===== src/rtl/core/ptst_pkg.sv =====
// Package: shared types and constants for the pattern-triggered send timer.
package ptst_pkg;

  localparam int unsigned MAX_PATTERN_DEF = 8;
  localparam int unsigned COUNT_BITS_DEF  = 16;
  localparam int unsigned CFG_IDX_BITS    = 3;
  localparam int unsigned CFG_DATA_BITS   = 64;
  localparam int unsigned LOAD_BITS       = 32;

  typedef enum logic [1:0] {
    MODE_BYTE  = 2'd0,
    MODE_TICK  = 2'd1,
    MODE_START = 2'd2,
    MODE_STOP  = 2'd3
  } mode_e;

  typedef enum logic [CFG_IDX_BITS-1:0] {
    CFG_PATTERN_BYTES  = 3'd0,
    CFG_PATTERN_LENGTH = 3'd1,
    CFG_DELAY_TICKS    = 3'd2,
    CFG_PERIOD_TICKS   = 3'd3,
    CFG_PERIODIC_MODE  = 3'd4,
    CFG_READ_TRIGGER   = 3'd5
  } cfg_idx_e;

  typedef struct packed {
    mode_e      mode;
    logic [7:0] rx_byte;
    logic       link_up;
  } in_item_t;

  typedef struct packed {
    logic fire;
    logic is_active;
    logic start_refused;
    logic trigger_armed;
  } out_item_t;

  typedef struct packed {
    logic [63:0] pattern_bytes;
    logic [3:0]  pattern_length;
    logic [15:0] delay_ticks;
    logic [15:0] period_ticks;
    logic        periodic_mode;
    logic        read_trigger_mode;
  } cfg_t;

endpackage


===== src/rtl/core/pattern_triggered_send_timer.sv =====
// Top level: item registers around the pattern-triggered send timer engine.
// An accepted item lands in the input register, and its result is loaded into the
// output register when the input register advances.
// Throughput: 1 item per cycle; the input register advances whenever the output
// register is empty or being taken in the same cycle.
// Reset: asynchronous, active low; clears valid flags, timer state and all
// configuration registers. The configuration port is always ready.
module pattern_triggered_send_timer
  import ptst_pkg::*;
#(
  parameter int unsigned MAX_PATTERN = MAX_PATTERN_DEF,
  parameter int unsigned COUNT_BITS  = COUNT_BITS_DEF
) (
  input  logic                     clk_i,
  input  logic                     rst_ni,
  input  logic                     in_valid_i,
  output logic                     in_ready_o,
  input  in_item_t                 in_item_i,
  output logic                     out_valid_o,
  input  logic                     out_ready_i,
  output out_item_t                out_item_o,
  input  logic                     cfg_valid_i,
  output logic                     cfg_ready_o,
  input  logic [CFG_IDX_BITS-1:0]  cfg_index_i,
  input  logic [CFG_DATA_BITS-1:0] cfg_data_i
);

  cfg_t      cfg;
  in_item_t  item_q;
  logic      item_valid_q;
  out_item_t result;
  out_item_t out_q;
  logic      out_valid_q;
  logic      advance;
  logic      cfg_write;

  assign cfg_ready_o = 1'b1;
  assign cfg_write   = cfg_valid_i && cfg_ready_o;

  ptst_cfg u_cfg (
    .clk_i       (clk_i),
    .rst_ni      (rst_ni),
    .cfg_valid_i (cfg_write),
    .cfg_index_i (cfg_index_i),
    .cfg_data_i  (cfg_data_i),
    .cfg_o       (cfg)
  );

  assign advance    = item_valid_q && (!out_valid_q || out_ready_i);
  assign in_ready_o = !item_valid_q || advance;

  ptst_engine #(
    .MAX_PATTERN (MAX_PATTERN),
    .COUNT_BITS  (COUNT_BITS)
  ) u_engine (
    .clk_i    (clk_i),
    .rst_ni   (rst_ni),
    .step_i   (advance),
    .item_i   (item_q),
    .cfg_i    (cfg),
    .result_o (result)
  );

  always_ff @(posedge clk_i or negedge rst_ni) begin
    if (!rst_ni) begin
      item_valid_q <= 1'b0;
      out_valid_q  <= 1'b0;
    end else begin
      if (in_ready_o) begin
        item_valid_q <= in_valid_i;
      end
      if (advance) begin
        out_valid_q <= 1'b1;
      end else if (out_ready_i) begin
        out_valid_q <= 1'b0;
      end
    end
  end

  // Payload registers: load on accept, hold otherwise.
  always_ff @(posedge clk_i) begin
    if (in_valid_i && in_ready_o) begin
      item_q <= in_item_i;
    end
    if (advance) begin
      out_q <= result;
    end
  end

  assign out_valid_o = out_valid_q;
  assign out_item_o  = out_q;

endmodule


===== src/rtl/core/ptst_cfg.sv =====
// Configuration register file for the pattern-triggered send timer.
module ptst_cfg
  import ptst_pkg::*;
(
  input  logic                     clk_i,
  input  logic                     rst_ni,
  input  logic                     cfg_valid_i,
  input  logic [CFG_IDX_BITS-1:0]  cfg_index_i,
  input  logic [CFG_DATA_BITS-1:0] cfg_data_i,
  output cfg_t                     cfg_o
);

  cfg_t cfg_q, cfg_d;

  always_comb begin
    cfg_d = cfg_q;
    if (cfg_valid_i) begin
      unique case (cfg_index_i)
        CFG_PATTERN_BYTES:  cfg_d.pattern_bytes     = cfg_data_i;
        CFG_PATTERN_LENGTH: cfg_d.pattern_length    = cfg_data_i[3:0];
        CFG_DELAY_TICKS:    cfg_d.delay_ticks       = cfg_data_i[15:0];
        CFG_PERIOD_TICKS:   cfg_d.period_ticks      = cfg_data_i[15:0];
        CFG_PERIODIC_MODE:  cfg_d.periodic_mode     = cfg_data_i[0];
        CFG_READ_TRIGGER:   cfg_d.read_trigger_mode = cfg_data_i[0];
        default:            cfg_d = cfg_q; // unused indexes: drop the write
      endcase
    end
  end

  always_ff @(posedge clk_i or negedge rst_ni) begin
    if (!rst_ni) begin
      cfg_q <= '0;
    end else begin
      cfg_q <= cfg_d;
    end
  end

  assign cfg_o = cfg_q;

endmodule


===== src/rtl/core/ptst_engine.sv =====
// Timer state, pattern matcher and per-item next-state logic.
module ptst_engine
  import ptst_pkg::*;
#(
  parameter int unsigned MAX_PATTERN = MAX_PATTERN_DEF,
  parameter int unsigned COUNT_BITS  = COUNT_BITS_DEF
) (
  input  logic      clk_i,
  input  logic      rst_ni,
  input  logic      step_i,
  input  in_item_t  item_i,
  input  cfg_t      cfg_i,
  output out_item_t result_o
);

  localparam int unsigned LEN_BITS = $clog2(MAX_PATTERN + 1);

  logic                  running_q, running_d;
  logic                  armed_q, armed_d;
  logic [LEN_BITS-1:0]   pos_q, pos_d;
  logic [COUNT_BITS-1:0] delay_q, delay_d;
  logic [COUNT_BITS-1:0] period_q, period_d;

  logic [LEN_BITS-1:0]   len_eff;
  logic [LEN_BITS-1:0]   pos_eff;
  logic [LEN_BITS-1:0]   pos_next;
  logic [7:0]            want_byte;
  logic [LOAD_BITS-1:0]  delay_wide;
  logic [LOAD_BITS-1:0]  period_wide;
  logic [COUNT_BITS-1:0] delay_load;
  logic [COUNT_BITS-1:0] period_load;
  logic [COUNT_BITS-1:0] delay_dec;
  logic [COUNT_BITS-1:0] period_dec;
  logic                  tick_counts;
  logic                  fire;
  logic                  refused;

  // Clamp the length, then restart a position left stale by a length change.
  assign len_eff = ({1'b0, cfg_i.pattern_length} > 5'(MAX_PATTERN)) ?
                   LEN_BITS'(MAX_PATTERN) : LEN_BITS'(cfg_i.pattern_length);
  assign pos_eff  = (pos_q >= len_eff) ? '0 : pos_q;
  assign pos_next = pos_eff + LEN_BITS'(1);

  always_comb begin
    want_byte = '0;
    for (int k = 0; k < MAX_PATTERN; k++) begin
      if (pos_eff == LEN_BITS'(k)) begin
        want_byte = cfg_i.pattern_bytes[8*k +: 8];
      end
    end
  end

  assign delay_wide  = LOAD_BITS'(cfg_i.delay_ticks);
  assign period_wide = LOAD_BITS'(cfg_i.period_ticks);
  assign delay_load  = delay_wide[COUNT_BITS-1:0];
  assign period_load = period_wide[COUNT_BITS-1:0];
  assign delay_dec   = (delay_q != '0) ? delay_q - COUNT_BITS'(1) : '0;
  assign period_dec  = period_q - COUNT_BITS'(1);
  assign tick_counts = running_q && !(cfg_i.read_trigger_mode && !armed_q);

  always_comb begin
    running_d = running_q;
    armed_d   = armed_q;
    pos_d     = pos_q;
    delay_d   = delay_q;
    period_d  = period_q;
    fire      = 1'b0;
    refused   = 1'b0;
    unique case (item_i.mode)
      MODE_BYTE: begin
        if (len_eff == '0) begin
          pos_d = '0;
        end else if (item_i.rx_byte == want_byte) begin
          if (pos_next == len_eff) begin
            armed_d = 1'b1;
            pos_d   = '0;
          end else begin
            pos_d = pos_next;
          end
        end else begin
          pos_d = '0;
        end
      end
      MODE_TICK: begin
        if (tick_counts) begin
          delay_d = delay_dec;
          if (delay_dec == '0) begin
            if (!cfg_i.periodic_mode) begin
              fire      = 1'b1;
              running_d = 1'b0;
              armed_d   = 1'b0;
              pos_d     = '0;
            end else if (period_q != '0) begin
              if (period_dec == '0) begin
                fire     = 1'b1;
                period_d = period_load;
              end else begin
                period_d = period_dec;
              end
            end
          end
        end
      end
      MODE_START: begin
        if (item_i.link_up) begin
          running_d = 1'b1;
          delay_d   = delay_load;
          period_d  = period_load;
          pos_d     = '0;
          armed_d   = 1'b0;
        end else begin
          refused = 1'b1;
        end
      end
      MODE_STOP: begin
        running_d = 1'b0;
        armed_d   = 1'b0;
        pos_d     = '0;
      end
      default: begin
        running_d = running_q;
      end
    endcase
  end

  always_ff @(posedge clk_i or negedge rst_ni) begin
    if (!rst_ni) begin
      running_q <= 1'b0;
      armed_q   <= 1'b0;
      pos_q     <= '0;
      delay_q   <= '0;
      period_q  <= '0;
    end else if (step_i) begin
      running_q <= running_d;
      armed_q   <= armed_d;
      pos_q     <= pos_d;
      delay_q   <= delay_d;
      period_q  <= period_d;
    end
  end

  assign result_o.fire          = fire;
  assign result_o.is_active     = running_d;
  assign result_o.start_refused = refused;
  assign result_o.trigger_armed = armed_d;

`ifndef SYNTHESIS
  a_pos_in_range: assert property (@(posedge clk_i) disable iff (!rst_ni)
    pos_q < LEN_BITS'(MAX_PATTERN))
    else $error("match position beyond pattern capacity");

  a_fire_only_tick: assert property (@(posedge clk_i) disable iff (!rst_ni)
    fire |-> (item_i.mode == MODE_TICK) && running_q)
    else $error("fire outside a running tick");

  a_refuse_no_link: assert property (@(posedge clk_i) disable iff (!rst_ni)
    refused |-> (item_i.mode == MODE_START) && !item_i.link_up)
    else $error("start refused with link up");

  a_oneshot_stops: assert property (@(posedge clk_i) disable iff (!rst_ni)
    step_i && fire && !cfg_i.periodic_mode |=> !running_q && !armed_q)
    else $error("one-shot fire left the timer running");

  a_stop_clears: assert property (@(posedge clk_i) disable iff (!rst_ni)
    step_i && (item_i.mode == MODE_STOP) |=> !running_q && !armed_q && (pos_q == '0))
    else $error("stop did not clear state");
`endif

endmodule


===== config.mk =====
export PLATFORM = sky130hd
export DESIGN_NAME = pattern_triggered_send_timer
export DESIGN_NICKNAME = d
export VERILOG_FILES = /design/src/rtl/core/ptst_pkg.sv /design/src/rtl/core/pattern_triggered_send_timer.sv /design/src/rtl/core/ptst_cfg.sv /design/src/rtl/core/ptst_engine.sv
export SDC_FILE = /design/constraint.sdc
export NUM_CORES = 1
export LEC_CHECK = 0
export ABC_AREA = 1
export BUFFER_PORTS_ARGS = -buffer_cell sky130_fd_sc_hd__buf_2
export CAP_MARGIN = 20
export CORE_MARGIN = 2
export CORE_UTILIZATION = 50
export CTS_BUF_LIST = sky130_fd_sc_hd__clkbuf_2
export DETAILED_ROUTE_END_ITERATION = 6
export GPL_TIMING_DRIVEN = 1
export PLACE_DENSITY = 0.7
export SYNTH_ARGS = -nofsm -noshare
export SYNTH_HDL_FRONTEND = slang
export SYNTH_SLANG_ARGS = --single-unit

===== constraint.sdc =====
create_clock -name clk_i -period 7.7 [get_ports clk_i]
set_input_delay 1.155 -clock clk_i [delete_from_list [all_inputs] [get_ports clk_i]]
set_output_delay 1.155 -clock clk_i [all_outputs]
set_load 0.05 [all_outputs]

==> impl_metrics.toml <==
[synthesis]
multiplexer_area_fraction_after_synthesis = 0.0611
yosys.cell_types.count = 49
ys_top_cells_by_area = "sky130_fd_sc_hd__dfrtp_1, sky130_fd_sc_hd__nand2_1, sky130_fd_sc_hd__mux2_2"
synth_warnings = 0
synth_xor_area_frac = 0.0186
cell_area_after_synthesis_sq_mm = 0.00847
number_of_storage_elements_in_the_synthesis_netlist = 157
synth_top_family_by_area = "simple AND/OR/NAND/NOR gates"
synth_nets = 1091
post-synth-top-count-cell = "sky130_fd_sc_hd__nand2_1"
synth_compound_area_frac = 0.109
synth.top_cells.by_count = "sky130_fd_sc_hd__nand2_1, sky130_fd_sc_hd__dfrtp_1, sky130_fd_sc_hd__inv_1"
syn-mean-instance-area_sq_um = 8.51
area_share_of_the_largest_cell_type_after_synthesis = 0.419
yosys.area_share.adder = 0.0177
simple_gate_share_of_the_synthesized_area = 0.239
synthDominantAreaCellType = "sky130_fd_sc_hd__dfrtp_1"
syn_inst = 996
yosys_most_used_dff = "sky130_fd_sc_hd__dfrtp_1"
post_synth_edffs = 15
synth_async_sr_flop_share = 0.904
seq_area_frac_synth = 0.472

[setup_path]
arrival_ps = 4450
kind_of_critical_path = "reg -> reg"
setup.worst_path.end_class = "register"
timing.critical_path.fanout_max = 15
timing.critical_path.from_type = "register"
critPathRequiredTime_ps = 8370

[cts]
cts.htree.levels = 4
cts.sinks = 157
number_of_buffers_on_the_longest_clock_path = 2
post-cts-setup-buffers = 0
tritoncts = "built"
clk_latency_ps = 750
post_cts_hold_buffer_count = 0
clock_tree_root_buffer_cell = "sky130_fd_sc_hd__clkbuf_2"
cts_repair_resize_count = 0
cts_buffers = 17
cts.reportedPaths.clkPinSlew_ps = 220

[floorplanning]
cell_rows = 47
pin_count = 90
initial_core_util = 0.511
die_y_microns = 134
die_width_microns = 134
die_area_sq_mm = 0.0180
core_region_area_sq_mm = 0.0166

[global_route]
met3_usage_grt = 0.0435
first_global_vias = 6381
track_usage = 0.215
layer_with_the_highest_usage = "met2"
grt_first_pass_wirelength_mm = 30.7
grt_antenna_before_repair = 1
pin_count_of_the_biggest_net_entering_global_routing = 88
global_route.usage.met2 = 0.349
gr-usage-met1 = 0.290
global_route.overflow_total = 0

[drt]
dr.first_iter.drc_count = 387
first_pass_iters = 4
detail_route.wl_per_cell_microns = 14.2
drt-total-wl_mm = 18.6
avgViaCountPerCell = 5.01
route.detailed.drc = 0
route.vias.total = 6549
drt.antenna.violating_nets = 0

[power_and_ir_drop]
powerDensity_mw_per_mm2 = 271
power.net_switching_uw = 960
sequentialPowerShare = 0.463
swShare = 0.379
vdd_ir_drop_max_uv = 125
power.share.clock = 0.202
combPwrFrac = 0.336
leakagePower_nw = 4.61
power_report.internal_total_mw = 1.57

[placement]
placed_area_sq_mm = 0.00906
buffer_ports.inserted = 88
dp_hpwl_mm = 13.6
place_congestion = 0.869

[timing]
hold_fails_final_rpt = 0
rsz_0062_raised_after_global_routing = "false"
setup_viol = 0
timing.max_slew.rel_slack = 0.408
fmaxAchievable_ghz = 0.265
fin_tns_setup_ps = 0
skew_ps = 33.7
worst_pin_slew_ps = 887
max_slew_violation_count = 0
period_share = 0.490
finalWorstPathRequiredPeriod_ps = 3780

[cells_and_area]
final_net_count = 1170
syn_to_final_growth_pct = 10.4
finish.instance_area_sq_mm = 0.00936
layout-drive-gt1-share = 0.233
fillerInstances = 1579

[job]
maximum_capacitance_violations = 0

[min_path]
timing.hold.worst.class = "in -> async"

[status]
status = "complete, no violations"
## cell type report
type,count,area (sq um),area share
diodes,1,2.50,0.000267
clock buffers,20,100,0.0107
clock inverters,11,169,0.0181
inverters,135,507,0.0542
multi-input cells,668,3780,0.404
flip-flops and latches,157,4000,0.428
well taps,220,275,0.0294
repair buffers,96,522,0.0558
## placed cells by master (no fill, tap or decap), types with 4 or more instances in the layout
cell type | synthesis | layout
sky130_fd_sc_hd__mux2_2 | 46 | 46
sky130_fd_sc_hd__o21ai_0 | 96 | 96
sky130_fd_sc_hd__nand2_1 | 237 | 236
sky130_fd_sc_hd__nand2_2 | 20 | 21
sky130_fd_sc_hd__xor2_1 | 17 | 17
sky130_fd_sc_hd__or2_2 | 8 | 8
sky130_fd_sc_hd__nand3b_1 | 8 | 8
sky130_fd_sc_hd__o21ai_1 | 8 | 8
sky130_fd_sc_hd__ha_1 | 12 | 12
sky130_fd_sc_hd__o22ai_1 | 5 | 5
sky130_fd_sc_hd__a21oi_1 | 15 | 15
sky130_fd_sc_hd__nand3_2 | 5 | 5
sky130_fd_sc_hd__buf_4 | 3 | 6
sky130_fd_sc_hd__nand3_1 | 66 | 66
sky130_fd_sc_hd__clkinv_1 | 4 | 5
sky130_fd_sc_hd__bufinv_16 | 0 | 4
sky130_fd_sc_hd__nor2_4 | 5 | 5
sky130_fd_sc_hd__nor2_1 | 46 | 46
sky130_fd_sc_hd__inv_2 | 15 | 15
sky130_fd_sc_hd__o21ai_2 | 16 | 16
sky130_fd_sc_hd__clkbuf_2 | 0 | 20
sky130_fd_sc_hd__nand4_1 | 17 | 17
sky130_fd_sc_hd__dfrtp_1 | 142 | 142
sky130_fd_sc_hd__edfxtp_1 | 15 | 15
sky130_fd_sc_hd__o211ai_1 | 10 | 10
sky130_fd_sc_hd__inv_1 | 116 | 116
sky130_fd_sc_hd__buf_2 | 3 | 87
## final timing paths
kind	from	endpoint	slack (ps)	cells after the start
min in group clk_i	u_cfg.cfg_o[20]$_DFFE_PN0P_	u_cfg.cfg_o[20]$_DFFE_PN0P_	510	2
min	rst_ni	u_cfg.cfg_o[56]$_DFFE_PN0P_	450	1
max	u_cfg.cfg_o[37]$_DFFE_PN0P_	u_engine.pos_q[3]$_DFFE_PN0P_	3920	24
min reg2reg	u_cfg.cfg_o[20]$_DFFE_PN0P_	u_cfg.cfg_o[20]$_DFFE_PN0P_	510	2
max reg2reg	u_cfg.cfg_o[37]$_DFFE_PN0P_	u_engine.pos_q[3]$_DFFE_PN0P_	3920	24
max in group asynchronous	rst_ni	u_cfg.cfg_o[37]$_DFFE_PN0P_	6020	2
## cells by family after synthesis
| family | Yosys count |
|---|---|
| other | 1 |
| AND/OR/NAND/NOR | 432 |
| adder cells (fa/ha/maj) | 12 |
| AO/OA/AOI/OAI | 159 |
| XOR/XNOR | 18 |
| flip-flops | 157 |
| buffers and inverters | 171 |
| multiplexers | 46 |
## sequential cells by signal, indices dropped and copies added, names as in the netlist, 4 cells and up
register and flops:
u_engine.period_q 16, u_engine.delay_q 16, u_engine.pos_q 4, item_q 11, u_cfg.cfg_o 102, out_item_o 4
## critical path: stages, from the launching register on
cell,delay [ps]
sky130_fd_sc_hd__dfrtp_1,440
sky130_fd_sc_hd__inv_1,130
sky130_fd_sc_hd__nand2_1,100
sky130_fd_sc_hd__ha_1,320
sky130_fd_sc_hd__inv_1,40
sky130_fd_sc_hd__o21ai_0,140
sky130_fd_sc_hd__nand2_1,60
sky130_fd_sc_hd__nand2_1,70
sky130_fd_sc_hd__nor2_1,90
sky130_fd_sc_hd__inv_1,110
sky130_fd_sc_hd__ha_1,510
sky130_fd_sc_hd__nand2_1,340
sky130_fd_sc_hd__or2_0,280
sky130_fd_sc_hd__nand3_1,90
sky130_fd_sc_hd__nand4_1,130
sky130_fd_sc_hd__nand2_1,120
sky130_fd_sc_hd__nand2_1,70
sky130_fd_sc_hd__nand2_1,60
sky130_fd_sc_hd__nand2_1,50
sky130_fd_sc_hd__nand2_1,50
sky130_fd_sc_hd__nand2_1,50
sky130_fd_sc_hd__nor2_1,120
sky130_fd_sc_hd__and2_1,200
sky130_fd_sc_hd__nand3_1,90
sky130_fd_sc_hd__nand2_1,60
## stage by stage
stage          hold WS, ps   util  std cells  worst slack (ps)  power [mW]
2_1_floorplan          448      -        996              4690        1.83
3_3_place_gp           461  0.546       1274              4040        2.02
3_5_place_dp           467  0.546       1274              3980        2.04
4_1_cts                430  0.562       1305              3930        2.55
5_1_grt                424  0.564       1308              3490        2.72
6_report               455  0.564       1308              3920        2.53
## power by group through the flow
stage / Combinational (mW) / Sequential, mW / Clock, mW
6_report: 0.850 / 1.17 / 0.511
5_1_grt: 0.962 / 1.20 / 0.559
4_1_cts: 0.857 / 1.17 / 0.522
3_5_place_dp: 0.852 / 1.19 / 0
3_3_place_gp: 0.832 / 1.18 / 0
2_1_floorplan: 0.665 / 1.16 / 0
## metal layers
metal / wire [microns] / share of wire
met1: 8800 / 0.47
met2: 8640 / 0.46
met4: 445 / 0.024
met3: 710 / 0.038
met5: 0 / 0
Note: power is estimated with default switching activity, not from simulation.
